--- src/sv/mdc_pkg.sv ---
// shared types and constants for the message dedup expiry cache
`timescale 1ns / 1ps

package mdc_pkg;

  localparam int CFG_INDEX_W = 2;
  localparam logic [CFG_INDEX_W-1:0] CFG_PRECOMMIT  = 2'd0;
  localparam logic [CFG_INDEX_W-1:0] CFG_POSTCOMMIT = 2'd1;

  localparam logic [15:0] PRECOMMIT_RESET  = 16'd30;
  localparam logic [15:0] POSTCOMMIT_RESET = 16'd2700;

  localparam int IN_DATA_W  = 112;
  localparam int IN_USER_W  = 2;
  localparam int OUT_DATA_W = 8;

  typedef enum logic [1:0] {
    VERDICT_NONE        = 2'd0,
    VERDICT_COMMITTED   = 2'd1,
    VERDICT_IN_PROGRESS = 2'd2
  } verdict_t;

  typedef enum logic [1:0] {
    ST_CLEAR,
    ST_IDLE,
    ST_LOOKUP
  } state_t;

  typedef struct packed {
    logic [15:0] precommit_expiry;
    logic [15:0] postcommit_expiry;
  } cfg_t;

  typedef struct packed {
    logic        mark;
    logic [15:0] owner;
    logic [31:0] stamp;
    logic [63:0] tag;
  } entry_t;

  localparam int ENTRY_W = $bits(entry_t);

endpackage

--- src/sv/mdc_core.sv ---
// lookup and update sequencer for the dedup cache table
`timescale 1ns / 1ps

module mdc_core import mdc_pkg::*; #(
  parameter int TABLE_DEPTH = 16384
) (
  input  logic                           clk,
  input  logic                           rst,
  input  cfg_t                           cfg,
  input  logic                           s_tvalid,
  output logic                           s_tready,
  input  logic [IN_DATA_W-1:0]           s_tdata,
  input  logic [IN_USER_W-1:0]           s_tuser,
  output logic                           m_tvalid,
  input  logic                           m_tready,
  output verdict_t                       m_verdict,
  output logic                           ram_we,
  output logic [$clog2(TABLE_DEPTH)-1:0] ram_waddr,
  output logic [ENTRY_W-1:0]             ram_wdata,
  output logic                           ram_re,
  output logic [$clog2(TABLE_DEPTH)-1:0] ram_raddr,
  input  logic [ENTRY_W-1:0]             ram_rdata
);

  localparam int AW = $clog2(TABLE_DEPTH);

  state_t state, state_next;
  logic [AW-1:0] clr_addr;
  logic [AW-1:0] idx;
  logic [31:0] hash_high, hash_low, now_seconds;
  logic [15:0] requester_id;
  logic post_commit, delete_entry;

  entry_t rd_entry, wr_entry;
  logic [31:0] age;
  logic accept, lookup_done, enabled;
  logic pre_ok, post_ok, hit;
  verdict_t verdict;

  assign accept      = s_tvalid && s_tready;
  assign lookup_done = (state == ST_LOOKUP) && (!m_tvalid || m_tready);
  assign enabled     = (cfg.precommit_expiry != 16'd0);

  always_ff @(posedge clk) begin
    if (rst) begin
      state <= ST_CLEAR;
    end else begin
      state <= state_next;
    end
  end

  always_comb begin
    state_next = state;
    s_tready   = 1'b0;
    unique case (state)
      ST_CLEAR: begin
        if (clr_addr == AW'(TABLE_DEPTH - 1)) begin
          state_next = ST_IDLE;
        end
      end
      ST_IDLE: begin
        s_tready = 1'b1;
        if (s_tvalid) begin
          state_next = ST_LOOKUP;
        end
      end
      ST_LOOKUP: begin
        if (!m_tvalid || m_tready) begin
          state_next = ST_IDLE;
        end
      end
      default: state_next = ST_CLEAR;
    endcase
  end

  always_ff @(posedge clk) begin
    if (rst) begin
      clr_addr <= '0;
    end else if (state == ST_CLEAR) begin
      clr_addr <= clr_addr + AW'(1);
    end
  end

  always_ff @(posedge clk) begin
    if (accept) begin
      hash_high    <= s_tdata[31:0];
      hash_low     <= s_tdata[63:32];
      now_seconds  <= s_tdata[95:64];
      requester_id <= s_tdata[111:96];
      post_commit  <= s_tuser[0];
      delete_entry <= s_tuser[1];
      idx          <= ram_raddr;
    end
  end

  assign ram_re    = accept;
  assign ram_raddr = s_tdata[AW-1:0] ^ s_tdata[32 +: AW];

  assign rd_entry = entry_t'(ram_rdata);
  assign age      = now_seconds - rd_entry.stamp;
  assign pre_ok   = (age[31:16] == 16'd0) && (age[15:0] < cfg.precommit_expiry);
  assign post_ok  = (age[31:16] == 16'd0) && (age[15:0] < cfg.postcommit_expiry);
  assign hit      = (rd_entry.tag == {hash_high, hash_low}) && !age[31] &&
                    ((pre_ok && ((rd_entry.owner != requester_id) || rd_entry.mark)) ||
                     (post_ok && rd_entry.mark));

  always_comb begin
    wr_entry = rd_entry;
    verdict  = VERDICT_NONE;
    if (hit) begin
      verdict = rd_entry.mark ? VERDICT_COMMITTED : VERDICT_IN_PROGRESS;
      if (delete_entry) begin
        wr_entry.stamp = '0;
        wr_entry.owner = '0;
        wr_entry.mark  = 1'b0;
        verdict        = VERDICT_NONE;
      end
      if (post_commit && !wr_entry.mark) begin
        wr_entry.mark  = 1'b1;
        wr_entry.owner = '0;
      end
    end else begin
      wr_entry.tag = {hash_high, hash_low};
      if (delete_entry) begin
        wr_entry.stamp = '0;
        wr_entry.owner = '0;
        wr_entry.mark  = 1'b0;
      end else begin
        wr_entry.stamp = now_seconds - 32'd1;
        wr_entry.owner = post_commit ? 16'd0 : requester_id;
        wr_entry.mark  = post_commit;
      end
    end
    if (!enabled) begin
      verdict = VERDICT_NONE;
    end
  end

  assign ram_we    = (state == ST_CLEAR) || (lookup_done && enabled);
  assign ram_waddr = (state == ST_CLEAR) ? clr_addr : idx;
  assign ram_wdata = (state == ST_CLEAR) ? '0 : ENTRY_W'(wr_entry);

  always_ff @(posedge clk) begin
    if (rst) begin
      m_tvalid <= 1'b0;
    end else if (lookup_done) begin
      m_tvalid <= 1'b1;
    end else if (m_tready) begin
      m_tvalid <= 1'b0;
    end
  end

  always_ff @(posedge clk) begin
    if (lookup_done) begin
      m_verdict <= verdict;
    end
  end

`ifndef ASSERT_OFF
  a_no_rw_overlap: assert property (@(posedge clk) disable iff (rst)
    !(ram_we && ram_re))
    else $error("table read and write in the same cycle");

  a_no_result_in_clear: assert property (@(posedge clk) disable iff (rst)
    (state == ST_CLEAR) |-> !m_tvalid)
    else $error("result valid during clearing pass");

  a_accept_to_lookup: assert property (@(posedge clk) disable iff (rst)
    accept |=> (state == ST_LOOKUP))
    else $error("accepted item did not enter lookup");

  a_result_from_lookup: assert property (@(posedge clk) disable iff (rst)
    $rose(m_tvalid) |-> ($past(state) == ST_LOOKUP))
    else $error("result raised outside lookup");
`endif

endmodule

--- config.mk ---
export PLATFORM = sky130hd
export DESIGN_NAME = mdc_core
export DESIGN_NICKNAME = d
export VERILOG_FILES = /design/src/sv/mdc_pkg.sv /design/src/sv/mdc_core.sv
export SDC_FILE = /design/constraint.sdc
export NUM_CORES = 1
export LEC_CHECK = 0
export ABC_AREA = 1
export BUFFER_PORTS_ARGS = -buffer_cell sky130_fd_sc_hd__buf_2
export CAP_MARGIN = 40
export CORE_MARGIN = 3
export CORE_UTILIZATION = 39
export CTS_BUF_LIST = sky130_fd_sc_hd__clkbuf_8 sky130_fd_sc_hd__clkbuf_16
export DETAILED_ROUTE_END_ITERATION = 16
export HOLD_SLACK_MARGIN = 0.1
export PLACE_DENSITY = 0.7
export SLEW_MARGIN = 20
export SYNTH_ARGS = -nofsm -noshare
export SYNTH_HDL_FRONTEND = slang
export SYNTH_SLANG_ARGS = --single-unit
--- constraint.sdc ---
create_clock -name clk -period 4.4 [get_ports clk]
set_clock_uncertainty 0.15 [all_clocks]
set_input_delay 0.22 -clock clk [delete_from_list [all_inputs] [get_ports clk]]
set_output_delay 0.22 -clock clk [all_outputs]
set_load 0.02 [all_outputs]
==> results.toml <==
[logic_synthesis]
syn_avg_cell_area_um2 = 6.445
ys_seq_elements = 147
synth_cell_types = 46
synth_edf_count = 130
synth_top_area_share_pct = 30.73
synth_area_um2 = 12700
async_reset_ff_share_pct = 0
synth_cells = 1971
yosysTopAreaCell = "edfxtp_1"
syn_nets = 2298
ys_warn_count = 0
synth_area_leaders = "edfxtp_1 31%, nand2_1 18%, inv_1 11%"
ys_seq_area_share_pct = 33.41
ys.flop_type = "edfxtp_1"

[sta]
maxSlewHeadroom_pct = 50.10
fin_crit_ns = 4.198
fin_crit_sh_pct = 95.40
max_freq_ghz = 0.2382
fin_tns_setup_ns = 0
timing.final.hold_violations = 0
setup_viol = 0
tightest_slew_ns = 0.7484
drv_slew = 0

[setup_path]
rr_startpoint = "now_seconds[12]$_DFFE_PP_"
cp-end-kind = "output pin"
reg2reg_depth = 20
endpoint = "ram_wdata[82]"
crit_arrival_ns = 3.83
cp-startpoint = "now_seconds[12]$_DFFE_PP_"
ff2ff_setup_slack_ns = 0.91
startpoint_type = "flop"
cp_max_fo = 41
criticalPathCategory = "reg2out"
crit_required_ns = 4.03
rr_endpoint = "m_verdict[1]$_SDFFCE_PP0P_"

[placed_design]
place_inst = 2793
gp_congestion = 0.9214
dpl.hpwl_mm = 39.70
io_buffers = 409

[die]
ios = 410
num_rows = 65
core_um2 = 31800
die_x_um = 186.5
fp.dieH_um = 186.5
die-area_um2 = 34770
initial_core_util_pct = 39.94

[run]
cap_violations = 0

[power]
pwr-share-comb_pct = 20.8
intPower_mw = 2.742
power_frac_seq_pct = 39.6
power_frac_clock_pct = 39.7
ir_worst_vdd_uv = 277.9
leakagePower_nw = 9.354
switchingPower_mw = 1.113
swShare_pct = 28.88
p_per_area_nw_per_um2 = 217.8
power_mw = 3.855

[route]
antenna_left = 0
wire_per_inst_um = 17.00
drtIter0Drc = 891
drt-total-wl_mm = 50.69
num_vias = 14530
drt_pre_antenna_iters = 7
via_per_inst = 4.874
drc = 0

[hold_path]
hp-class = "in2reg"

[clocking]
root_buffer = "clkbuf_16"
numCtsBuffers = 17
clockBufferDepth = 2
cts_tree = "yes"
clock_latency_ns = 0.42
clk_pin_slew_ns = 0.07
cts.sinks = 147
htree_levels = 4

[cells_and_area]
layout_commonest_cell = "nand2_1"
nNetsFinal = 2852
multiInputGateArea_um2 = 7174
area_delta_synth_final_pct = 39.32
sequential_cell_area_um2 = 4244
n_fill_cell = 3001
fin_cells = 2982
drive_above_1_share_pct = 24.15
final_cell_mix = "598 x nand2_1, 399 x buf_2, 363 x inv_1"

[run_status]
status = "finished clean"

[global_route]
grt_overflow_total = 0
grt_start_max_net_pins = 70
met3_usage_pct = 6.049
antenna_found_initial = 9
grt_usage_pct = 28.10
grt_util_met2_pct = 52.27
grt_pass1_wl_mm = 77.10
top_usage_layer = "met2"
grt_util_met1_pct = 31.23
grt_pass1_vias = 14460
## area by class of cell
cell class                      instances  share of cell area [%]
Sequential cell                       147                   23.98
Clock buffer                           18                   2.482
Timing Repair Buffer                  571                   20.77
Clock inverter                         14                  0.9757
Multi-Input combinational cell       1410                   40.54
Tap cell                              435                   3.076
Antenna cell                            9                  0.1273
Inverter                              378                   8.046
## sequential cells by signal, summed over array words and instances, names as in the netlist, 2 cells and up
| register | flops |
|---|---|
| state | 2 |
| hash_high | 32 |
| now_seconds | 32 |
| hash_low | 32 |
| clr_addr | 14 |
| m_verdict | 2 |
| idx | 14 |
| requester_id | 16 |
## synthesized netlist by cell type, types with 3 or more instances
cell and n:
o21a_1 4, o21ai_0 39, and2_1 3, nor3_2 4
buf_2 3, clkbuf_1 24, a21oi_1 53, nand2_1 610
inv_1 364, nand3_1 56, nand3b_1 7, or2_2 17
a21o_1 4, buf_6 3, edfxtp_1 130, o21bai_1 3
nor2_1 358, nand4_1 40, xor2_1 31, xnor2_1 36
inv_2 12, dfxtp_1 17, nor2_2 30, buf_1 5
ha_1 63, nor4_1 8, nand2_2 6, nor3_1 21
## stage by stage
step                      area, µm²  setup WS, ns  utilization, %  hold WS [ns]
after detailed placement      15280        0.1381           48.05        0.2481
after global placement        15240       0.09809           47.93        0.2478
final                         17700        0.2022           55.65        0.2445
after global routing          17690      -0.04791           55.63        0.2287
after floorplan               12700        0.3191               -        0.1689
after CTS                     17210      0.008756           54.11        0.2555
## timing repair
action,in CTS,in global routing
gates resized for setup,14,55
pin swaps,0,10
buffers inserted,4,25
endpoints found under the setup margin,49,49
hold endpoints to repair,138,0
gates cloned,0,1
hold buffers,118,0
## worst max-delay path: stages, from the launching register on
cell,delay [ns]
edfxtp_1,0.52
ha_4,0.36
nand2_2,0.10
inv_1,0.06
nand2_1,0.05
nand2_1,0.09
inv_1,0.05
nand2_1,0.08
inv_2,0.04
nand2_2,0.11
xor2_2,0.17
ha_1,0.28
a21oi_2,0.15
nor2_1,0.06
a2111oi_2,0.22
nand2_1,0.14
nand2_4,0.12
nand3_4,0.10
buf_12,0.18
nand2_1,0.10
nand2_1,0.09
nor2_2,0.13
buf_4,0.14
## cell families (layout without fill, tap and decap cells)
family / count (synthesis) / in the layout / synth area share, %
and+or+nand+nor: 1167 / 1167 / 38.14
other: 0 / 9 / 0
DFF: 147 / 147 / 33.41
AOI/OAI and AO/OA: 112 / 112 / 4.876
adders and majority gates: 64 / 64 / 6.363
xor gates and xnor gates: 67 / 67 / 4.620
buffers and inverters: 414 / 981 / 12.59
## metal layers
metal	up-vias	share of wire (%)
met5	-	0
met4	0	3.7
met3	123	7.3
met2	611	51
met1	6622	37
li1	7177	-
## how the worst min path moves through the flow
stage                                  to           start  slack (ns)  cells after the start
6_report       m_verdict[0]$_SDFFCE_PP0P_  ram_rdata[112]        0.24                      3
4_1_cts        m_verdict[0]$_SDFFCE_PP0P_  ram_rdata[112]        0.26                      3
3_3_place_gp    now_seconds[22]$_DFFE_PP_     s_tdata[86]        0.25                      1
3_5_place_dp       hash_low[30]$_DFFE_PP_     s_tdata[62]        0.25                      1
2_1_floorplan      delete_entry$_DFFE_PP_      s_tuser[1]        0.17                      0
5_1_grt        m_verdict[0]$_SDFFCE_PP0P_  ram_rdata[112]        0.23                      3
## power by group through the flow
| stage | Sequential (mW) | Clock, mW | Combinational [mW] |
|---|---|---|---|
| 2_1_floorplan | 1.56 | 0 | 0.376 |
| 3_3_place_gp | 1.56 | 0 | 0.653 |
| 3_5_place_dp | 1.56 | 0 | 0.663 |
| 4_1_cts | 1.52 | 1.55 | 0.762 |
| 5_1_grt | 1.52 | 1.60 | 0.882 |
| 6_report | 1.52 | 1.53 | 0.800 |
Power figures use the tool's default switching activity.
