## src/sv/mdc_ram.sv

```systemverilog
// generic single-clock ram with registered read
`timescale 1ns / 1ps

module mdc_ram #(
  parameter int WIDTH = 8,
  parameter int DEPTH = 16
) (
  input  logic                     clk,
  input  logic                     we,
  input  logic [$clog2(DEPTH)-1:0] waddr,
  input  logic [WIDTH-1:0]         wdata,
  input  logic                     re,
  input  logic [$clog2(DEPTH)-1:0] raddr,
  output logic [WIDTH-1:0]         rdata
);

  logic [WIDTH-1:0] mem [DEPTH];

  always_ff @(posedge clk) begin
    if (we) begin
      mem[waddr] <= wdata;
    end
    if (re) begin
      rdata <= mem[raddr];
    end
  end

endmodule

```

## config.mk

```make
export PLATFORM = sky130hd
export DESIGN_NAME = mdc_ram
export DESIGN_NICKNAME = d
export VERILOG_FILES = /design/src/sv/mdc_ram.sv
export SDC_FILE = /design/constraint.sdc
export NUM_CORES = 1
export LEC_CHECK = 0
export BUFFER_PORTS_ARGS = -buffer_cell sky130_fd_sc_hd__buf_2
export CAP_MARGIN = 40
export CORE_ASPECT_RATIO = 0.75
export CORE_MARGIN = 2
export CORE_UTILIZATION = 28
export DETAILED_ROUTE_END_ITERATION = 7
export PLACE_DENSITY_LB_ADDON = 0.12
export SYNTH_ARGS = -nofsm -noshare
export SYNTH_HDL_FRONTEND = slang
export SYNTH_SLANG_ARGS = --single-unit
```

## constraint.sdc

```tcl
create_clock -name clk -period 2.45 [get_ports clk]
set_input_delay 0.245 -clock clk [delete_from_list [all_inputs] [get_ports clk]]
set_output_delay 0.245 -clock clk [all_outputs]
set_load 0.1 [all_outputs]
```

==> summary.txt, run 1 <==
Clocking
  – Skew-Pair Late Insertion Delay: 0.41 ns
  – CTS buffer count: 17
  – CTS resizes: 0
  – Sink Count: 136
  – CTS H-tree lvls: 4
  – Post-CTS Repair Setup Buffers: 0
  – Clock Root Buffer: clkbuf_16
  – TritonCTS clock tree: yes
  – Clk buf depth: 2
  – Clock transition at the registers of the reported paths: 0.06 ns
  – CTS Hold Buffers Added: 0

Place
  – Routability cong.: 0.663
  – DPL Wire Length: 7540 µm
  – Placement-stage worst setup slack: 0.578 ns
  – Placed Area: 5770 µm²
  – Placed cells: 514
  – PortBufs: 26

Global route
  – Largest net degree at the start of global routing: 33
  – Initial antenna violation count: 0
  – Global Route Usage Sum: 0.127
  – Aggregate global routing overflow: 0
  – Number of global-route vias before repair: 2,653
  – First-pass GRT wire length: 17,400 µm

Floorplan
  – FP Rows: 43
  – Initial Util: 0.284
  – Core ar.: 18,400 µm²
  – Full die area: 19,800 µm²
  – Overall die width: 162 µm
  – Die H: 122 µm
  – Ports: 27

Drt
  – Drt wl/cell: 21.4 µm
  – Final WL: 11,700 µm
  – Post-route ant nets: 0
  – Post-route DRC: 0
  – Vias per inst: 4.54
  – DRT iter0 DRCs: 147
  – First-pass iteration count of the detailed router: 4
  – Via count: 2,476

Synth
  – YS warnings: 0
  – Synth unique cells: 18
  – Post-synthesis instance area: 5230 µm²
  – Seq cells post-synth: 136
  – Syn Nets: 248
  – Gate Count Post-Synth: 229
  – Mean post-synth cell area: 22.8 µm²
  – Sequential element share of the synthesized area: 0.781

Min path
  – Hold path start: wdata[0]
  – Worst min path class: in2reg

Timing
  – Final min period: 1.58 ns
  – Setup Skew: 0.00789 ns
  – Slew headroom: 0.664
  – Final Hold Fails: 0
  – Final setup TNS: 0 ns
  – Fmax: 634 MHz
  – Endpoints failing setup: 0
  – RSZ-0062 raised after global routing: no
  – Tightest Pin Transition: 0.508 ns
  – Slack of the critical path: 0.873 ns
  – Slew Viols, Final: 0
  – Crit share post-route: 0.644

Power and ir drop
  – Pwr Density: 879 nW/µm²
  – Leakage: 0.00212 µW
  – Overall Power: 5610 µW
  – Maximum vdd drop: 0.388 mV
  – Total internal power: 4420 µW
  – Clock share of power: 0.471
  – Seq pwr share: 0.471
  – Switching part of the total: 0.212
  – Switching Power: 1190 µW
  – Comb pwr share: 0.059

Worst setup path
  – Critical-path cell list: buf_2
  – Delay-heaviest family, CP: buffers and inverters
  – Critical Setup Path Class: reg2out
  – Critical path buffers and inverters: 1
  – Critical Path Start: rdata[7]
  – Crit-path slowest cell: buf_2
  – Crit path DAT: 1.33 ns
  – CP Capture Type: output pin
  – WP data required: 2.20 ns
  – Crit path launch type: flip-flop
  – Crit path largest cell delay: 0.48 ns
  – Worst Path Max Fanout: 1
  – RR Startpoint: mem[9][5]

Status
  – Status: complete, no violations

Flow run
  – Max cap viols: 0

Cells and area
  – Commonest non-fill, non-tap cell in the layout: edfxtp_1
  – Layout Nets: 305
  – Area Growth Syn to Fin: 22.0%
  – Layout cells sized above 1: 0.315
  – Most frequent cells in the layout: edfxtp_1 (136), buf_2 (26), buf_4 (20)
  – Diodes inserted: 0
  – Cell area after layout: 6380 µm²
  – Post-route insts no fill: 545
-- flip-flops by register name (all words and copies together), names as in the netlist --
name / flops
mem: 128
rdata: 8
-- cells in the mapped netlist, drive strengths merged --
library cell,n,share of area
nand3,1,0.00096
nand2b,2,0.0024
nor3,4,0.0038
clkdlybuf4s25,3,0.0057
nand2,9,0.0065
a22oi,16,0.023
and2b,1,0.0014
or3b,1,0.0017
nor2,13,0.0093
nand3b,2,0.0029
nor2b,1,0.0012
buf,7,0.011
edfxtp,136,0.78
mux4,32,0.15
and2,1,0.0012
-- cell type report --
type                    count  area [µm²]
well taps                 247         309
repair buffers             48         320
fillers                  1742       12000
clock buffers              18         429
multi-input cells          83        1060
flip-flops and latches    136        4080
clock inverters            13         178
-- logic make-up (layout without fill, tap and decap cells) --
family	after synthesis	count (layout)	share of synthesized area
AOI/OAI and AO/OA	16	16	0.0230
buffers and inverters	10	79	0.0165
DFF	136	136	0.781
muxes	32	32	0.148
and+or+nand+nor	35	35	0.0314
-- per-stage QoR --
step | hold slack (ns) | utilization
final | 0.221 | 0.347
after global routing | 0.217 | 0.347
after CTS | 0.216 | 0.347
after detailed placement | 0.648 | 0.314
after global placement | 0.642 | 0.314
after floorplan | 0.344 | -
-- layer usage --
metal,global-route usage,up-vias,part of all wire
met1,0.192,1332,0.54
met2,0.179,44,0.43
met5,0,-,0
li1,-,1092,-
met3,0.0311,8,0.029
met4,0.0415,0,0.0081
-- power by group through the flow --
stage | Sequential (µW) | Combinational [µW] | Clock, µW
6_report | 2640 | 330 | 2640
5_1_grt | 2640 | 356 | 2810
4_1_cts | 2640 | 338 | 2700
3_5_place_dp | 2690 | 338 | 0
3_3_place_gp | 2690 | 336 | 0
2_1_floorplan | 2760 | 132 | 0
-- final timing paths --
path	to	slack (ns)	depth (start not counted)
min	mem[13][0]	0.22	1
max	rdata[7]	0.87	1
max reg2reg	rdata[5]	0.97	3
min reg2reg	rdata[7]	0.76	3
Power figures use the tool's default switching activity.
==> run 2: changes to the inputs <==
--- a/config.mk
+++ b/config.mk
@@ -5,6 +5,7 @@
 export SDC_FILE = /design/constraint.sdc
 export NUM_CORES = 1
 export LEC_CHECK = 0
+export ABC_AREA = 1
 export BUFFER_PORTS_ARGS = -buffer_cell sky130_fd_sc_hd__buf_2
 export CAP_MARGIN = 40
 export CORE_ASPECT_RATIO = 0.75
==> constraint.sdc (replaced) <==
create_clock -name clk -period 1.4 [get_ports clk]
set_input_delay 0.14 -clock clk [delete_from_list [all_inputs] [get_ports clk]]
set_output_delay 0.14 -clock clk [all_outputs]
set_load 0.1 [all_outputs]
==> run 2 against run 1 <==
  * Non-clock buffer count increased by 5
  * Register-to-register slack lost 0.79 ns
  * Critical path depth unchanged
  * Count of clock-buffer cells in the layout fell by 1
  * Hold slack got worse by 0.098 ns
  * Final cell count rose by 64%
  * Die area up 11%
  * Area after synthesis increased by 12%
  * Synthesized cell count increased by 140%
  * Critical path type unchanged
  * Largest power group unchanged
==> summary.txt, run 2 <==
Worst setup path
  – Critical-path cell list: buf_2
  – Critical path buffers and inverters: 1 (unchanged)
  – Critical Setup Path Class: reg2out
  – Delay-heaviest family, CP: buffers and inverters
  – WP data required: 1.26 ns (-0.94 ns)
  – CP Capture Type: output pin
  – Worst Path Max Fanout: 1 (unchanged)
  – Crit path DAT: 1.16 ns (-0.17 ns)
  – Crit path launch type: flip-flop
  – Crit-path slowest cell: buf_2
  – Crit path largest cell delay: 0.42 ns (-0.06 ns)

Clocking
  – Clk buf depth: 2 (unchanged)
  – CTS buffer count: 17 (unchanged)
  – Clock transition at the registers of the reported paths: 0.06 ns (about the same)
  – Sink Count: 136 (unchanged)
  – Clock Root Buffer: clkbuf_16
  – Skew-Pair Late Insertion Delay: 0.42 ns (about the same)
  – CTS Hold Buffers Added: 0 (unchanged)
  – CTS H-tree lvls: 4 (unchanged)
  – Post-CTS Repair Setup Buffers: 0 (unchanged)
  – TritonCTS clock tree: yes

Place
  – Placement-stage worst setup slack: -0.0390 ns (-0.617 ns)
  – Routability cong.: 0.790 (+19%)
  – PortBufs: 26 (unchanged)
  – DPL Wire Length: 10000 µm (+33%)

Cells and area
  – Diodes inserted: 0 (unchanged)
  – Area of the multi-input gates: 1210 µm² (+15%)
  – Area Growth Syn to Fin: 20.1%
  – FILL cells: 2,095 (+20%)
  – Layout Nets: 618 (+100%)
  – Largest register by flop count: mem
  – Largest registers: mem x128, rdata x8
  – Register area: 4080 µm² (unchanged)
  – Most frequent cells in the layout: nand2_1 (173), edfxtp_1 (136), inv_1 (100)
  – Number of flip-flops in the largest register: 128 (unchanged)
  – Commonest non-fill, non-tap cell in the layout: nand2_1
  – Layout cells sized above 1: 0.139 (-0.176)

Synth
  – Sequential element share of the synthesized area: 0.698 (-0.0828)
  – Top cells by count, synth: nand2_1 (173), edfxtp_1 (136), inv_1 (100)
  – Post-synth ARST share: 0 (unchanged)
  – YS warnings: 0 (unchanged)
  – Syn Nets: 570 (+130%)
  – Synth Flop Type: edfxtp_1
  – Number of synthesized flops with an enable pin: 136 (unchanged)
  – Most frequent cell after synthesis: nand2_1
  – Post-synthesis instance area: 5850 µm² (+12%)
  – Mean post-synth cell area: 10.6 µm² (-54%)
  – Seq cells post-synth: 136 (unchanged)
  – Gate Count Post-Synth: 551 (+140%)
  – Synth unique cells: 11 (-7)
  – Share of the synthesized area in the top cell type: 0.698 (-0.0828)
  – Synth area leader: edfxtp_1
  – Top post-synthesis cells by area: edfxtp_1 (70%), nand2_1 (11%), nand3_1 (8.3%)

Timing
  – Final Hold Fails: 0 (unchanged)
  – Setup Skew: 0.0107 ns (+0.00284 ns)
  – Slew headroom: 0.674 (+0.0105)
  – Tightest Pin Transition: 0.492 ns (-0.0159 ns)
  – Final hold slack: 0.123 ns (-0.0976 ns)
  – Final setup TNS: 0 ns (unchanged)
  – Fmax: 772 MHz
  – Slew Viols, Final: 0 (unchanged)
  – Final min period: 1.30 ns
  – Slack of the critical path: 0.104 ns (-0.768 ns)
  – RSZ-0062 raised after global routing: no
  – Crit share post-route: 0.925
  – Endpoints failing setup: 0 (unchanged)

Floorplan
  – Die H: 129 µm (+5.6%)
  – Full die area: 22,100 µm² (+11%)
  – FP Rows: 45 (+4.7%)
  – Core ar.: 20,400 µm² (+11%)
  – Initial Util: 0.287 (+0.00276)
  – Ports: 27 (unchanged)
  – Overall die width: 171 µm (+5.6%)

Global route
  – Number of global-route vias before repair: 3,539 (+33%)
  – Initial antenna violation count: 0 (unchanged)
  – Aggregate global routing overflow: 0 (unchanged)
  – First-pass GRT wire length: 23,100 µm (+33%)
  – Global Route Usage Sum: 0.149 (+0.0222)
  – Largest net degree at the start of global routing: 33 (unchanged)

Drt
  – Final WL: 15,500 µm (+33%)
  – Post-route ant nets: 0 (unchanged)
  – Post-route DRC: 0 (unchanged)
  – First-pass iteration count of the detailed router: 5 (+1)
  – Via count: 3,762 (+52%)
  – Vias per inst: 4.21 (-7.3%)
  – Drt wl/cell: 17.4 µm (-19%)
  – DRT iter0 DRCs: 313 (+110%)

Power and ir drop
  – Pwr Density: 1400 nW/µm² (+59%)
  – Leakage: 0.00298 µW (+40%)
  – Maximum vdd drop: 0.667 mV (+72%)

Status
  – Status: complete, no violations

Flow run
  – Max cap viols: 0 (unchanged)

Min path
  – Worst min path class: in2reg
==> run 2: per-layer routing <==
layer | up-vias | track usage | part of all wire
li1 | 1877 | - | -
met1 | 1806 | 0.241 | 0.53
met2 | 77 | 0.197 | 0.41
met3 | 2 | 0.0373 | 0.059
met4 | 0 | 0.0329 | 0.0033
met5 | - | 0 | 0
==> run 2: logic make-up after synthesis <==
family / Yosys count / synth area share
and+or+nand+nor: 289 / 0.208
buffers and inverters: 126 / 0.0939
DFF: 136 / 0.698
==> run 2: path summary, 6_finish.rpt <==
kind                            endpoint  slack [ns]        from  cells after the start
worst max register to register  rdata[2]        0.18   mem[3][2]                      6
worst min register to register  rdata[2]        0.74  mem[12][2]                      6
worst min-delay path            rdata[7]        0.12          re                      1
worst max-delay path            rdata[3]        0.10    rdata[3]                      1
==> run 2: repair_timing <==
item,in CTS,in global routing
resized for setup,2,2
cloned,0,0
endpoints found under the hold margin,0,0
pin swaps,0,0
setup endpoints to repair,2,2
==> run 2: stage by stage <==
step	utilization	area (µm²)	cells	power, µW
CTS	0.344	7020	893	9940
global placement	0.315	6430	862	5470
detailed placement	0.315	6430	862	5470
floorplan	-	5850	551	5160
global route	0.345	7020	893	10200
finish	0.345	7020	893	9820
==> run 2: final cells by class <==
class | count | area share
Inverter | 102 | 0.0545
Sequential cell | 136 | 0.582
Tap cell | 282 | 0.0502
Timing Repair Buffer | 53 | 0.0577
Clock inverter | 14 | 0.0226
Clock buffer | 17 | 0.0606
Multi-Input combinational cell | 289 | 0.173
==> run 2: worst register-to-register path: stages (launching register included) <==
cell	delay, ns
edfxtp_1	0.37
inv_1	0.06
nand2_1	0.04
nand3_1	0.11
nand3_1	0.14
nand3_1	0.18
nand2_1	0.08
==> run 2: report_power, final <==
| group | switching [µW] | total (µW) | internal (µW) |
|---|---|---|---|
| registers | 28.4 | 4620 | 4590 |
| clock network | 1680 | 4450 | 2770 |
| logic | 569 | 758 | 190 |
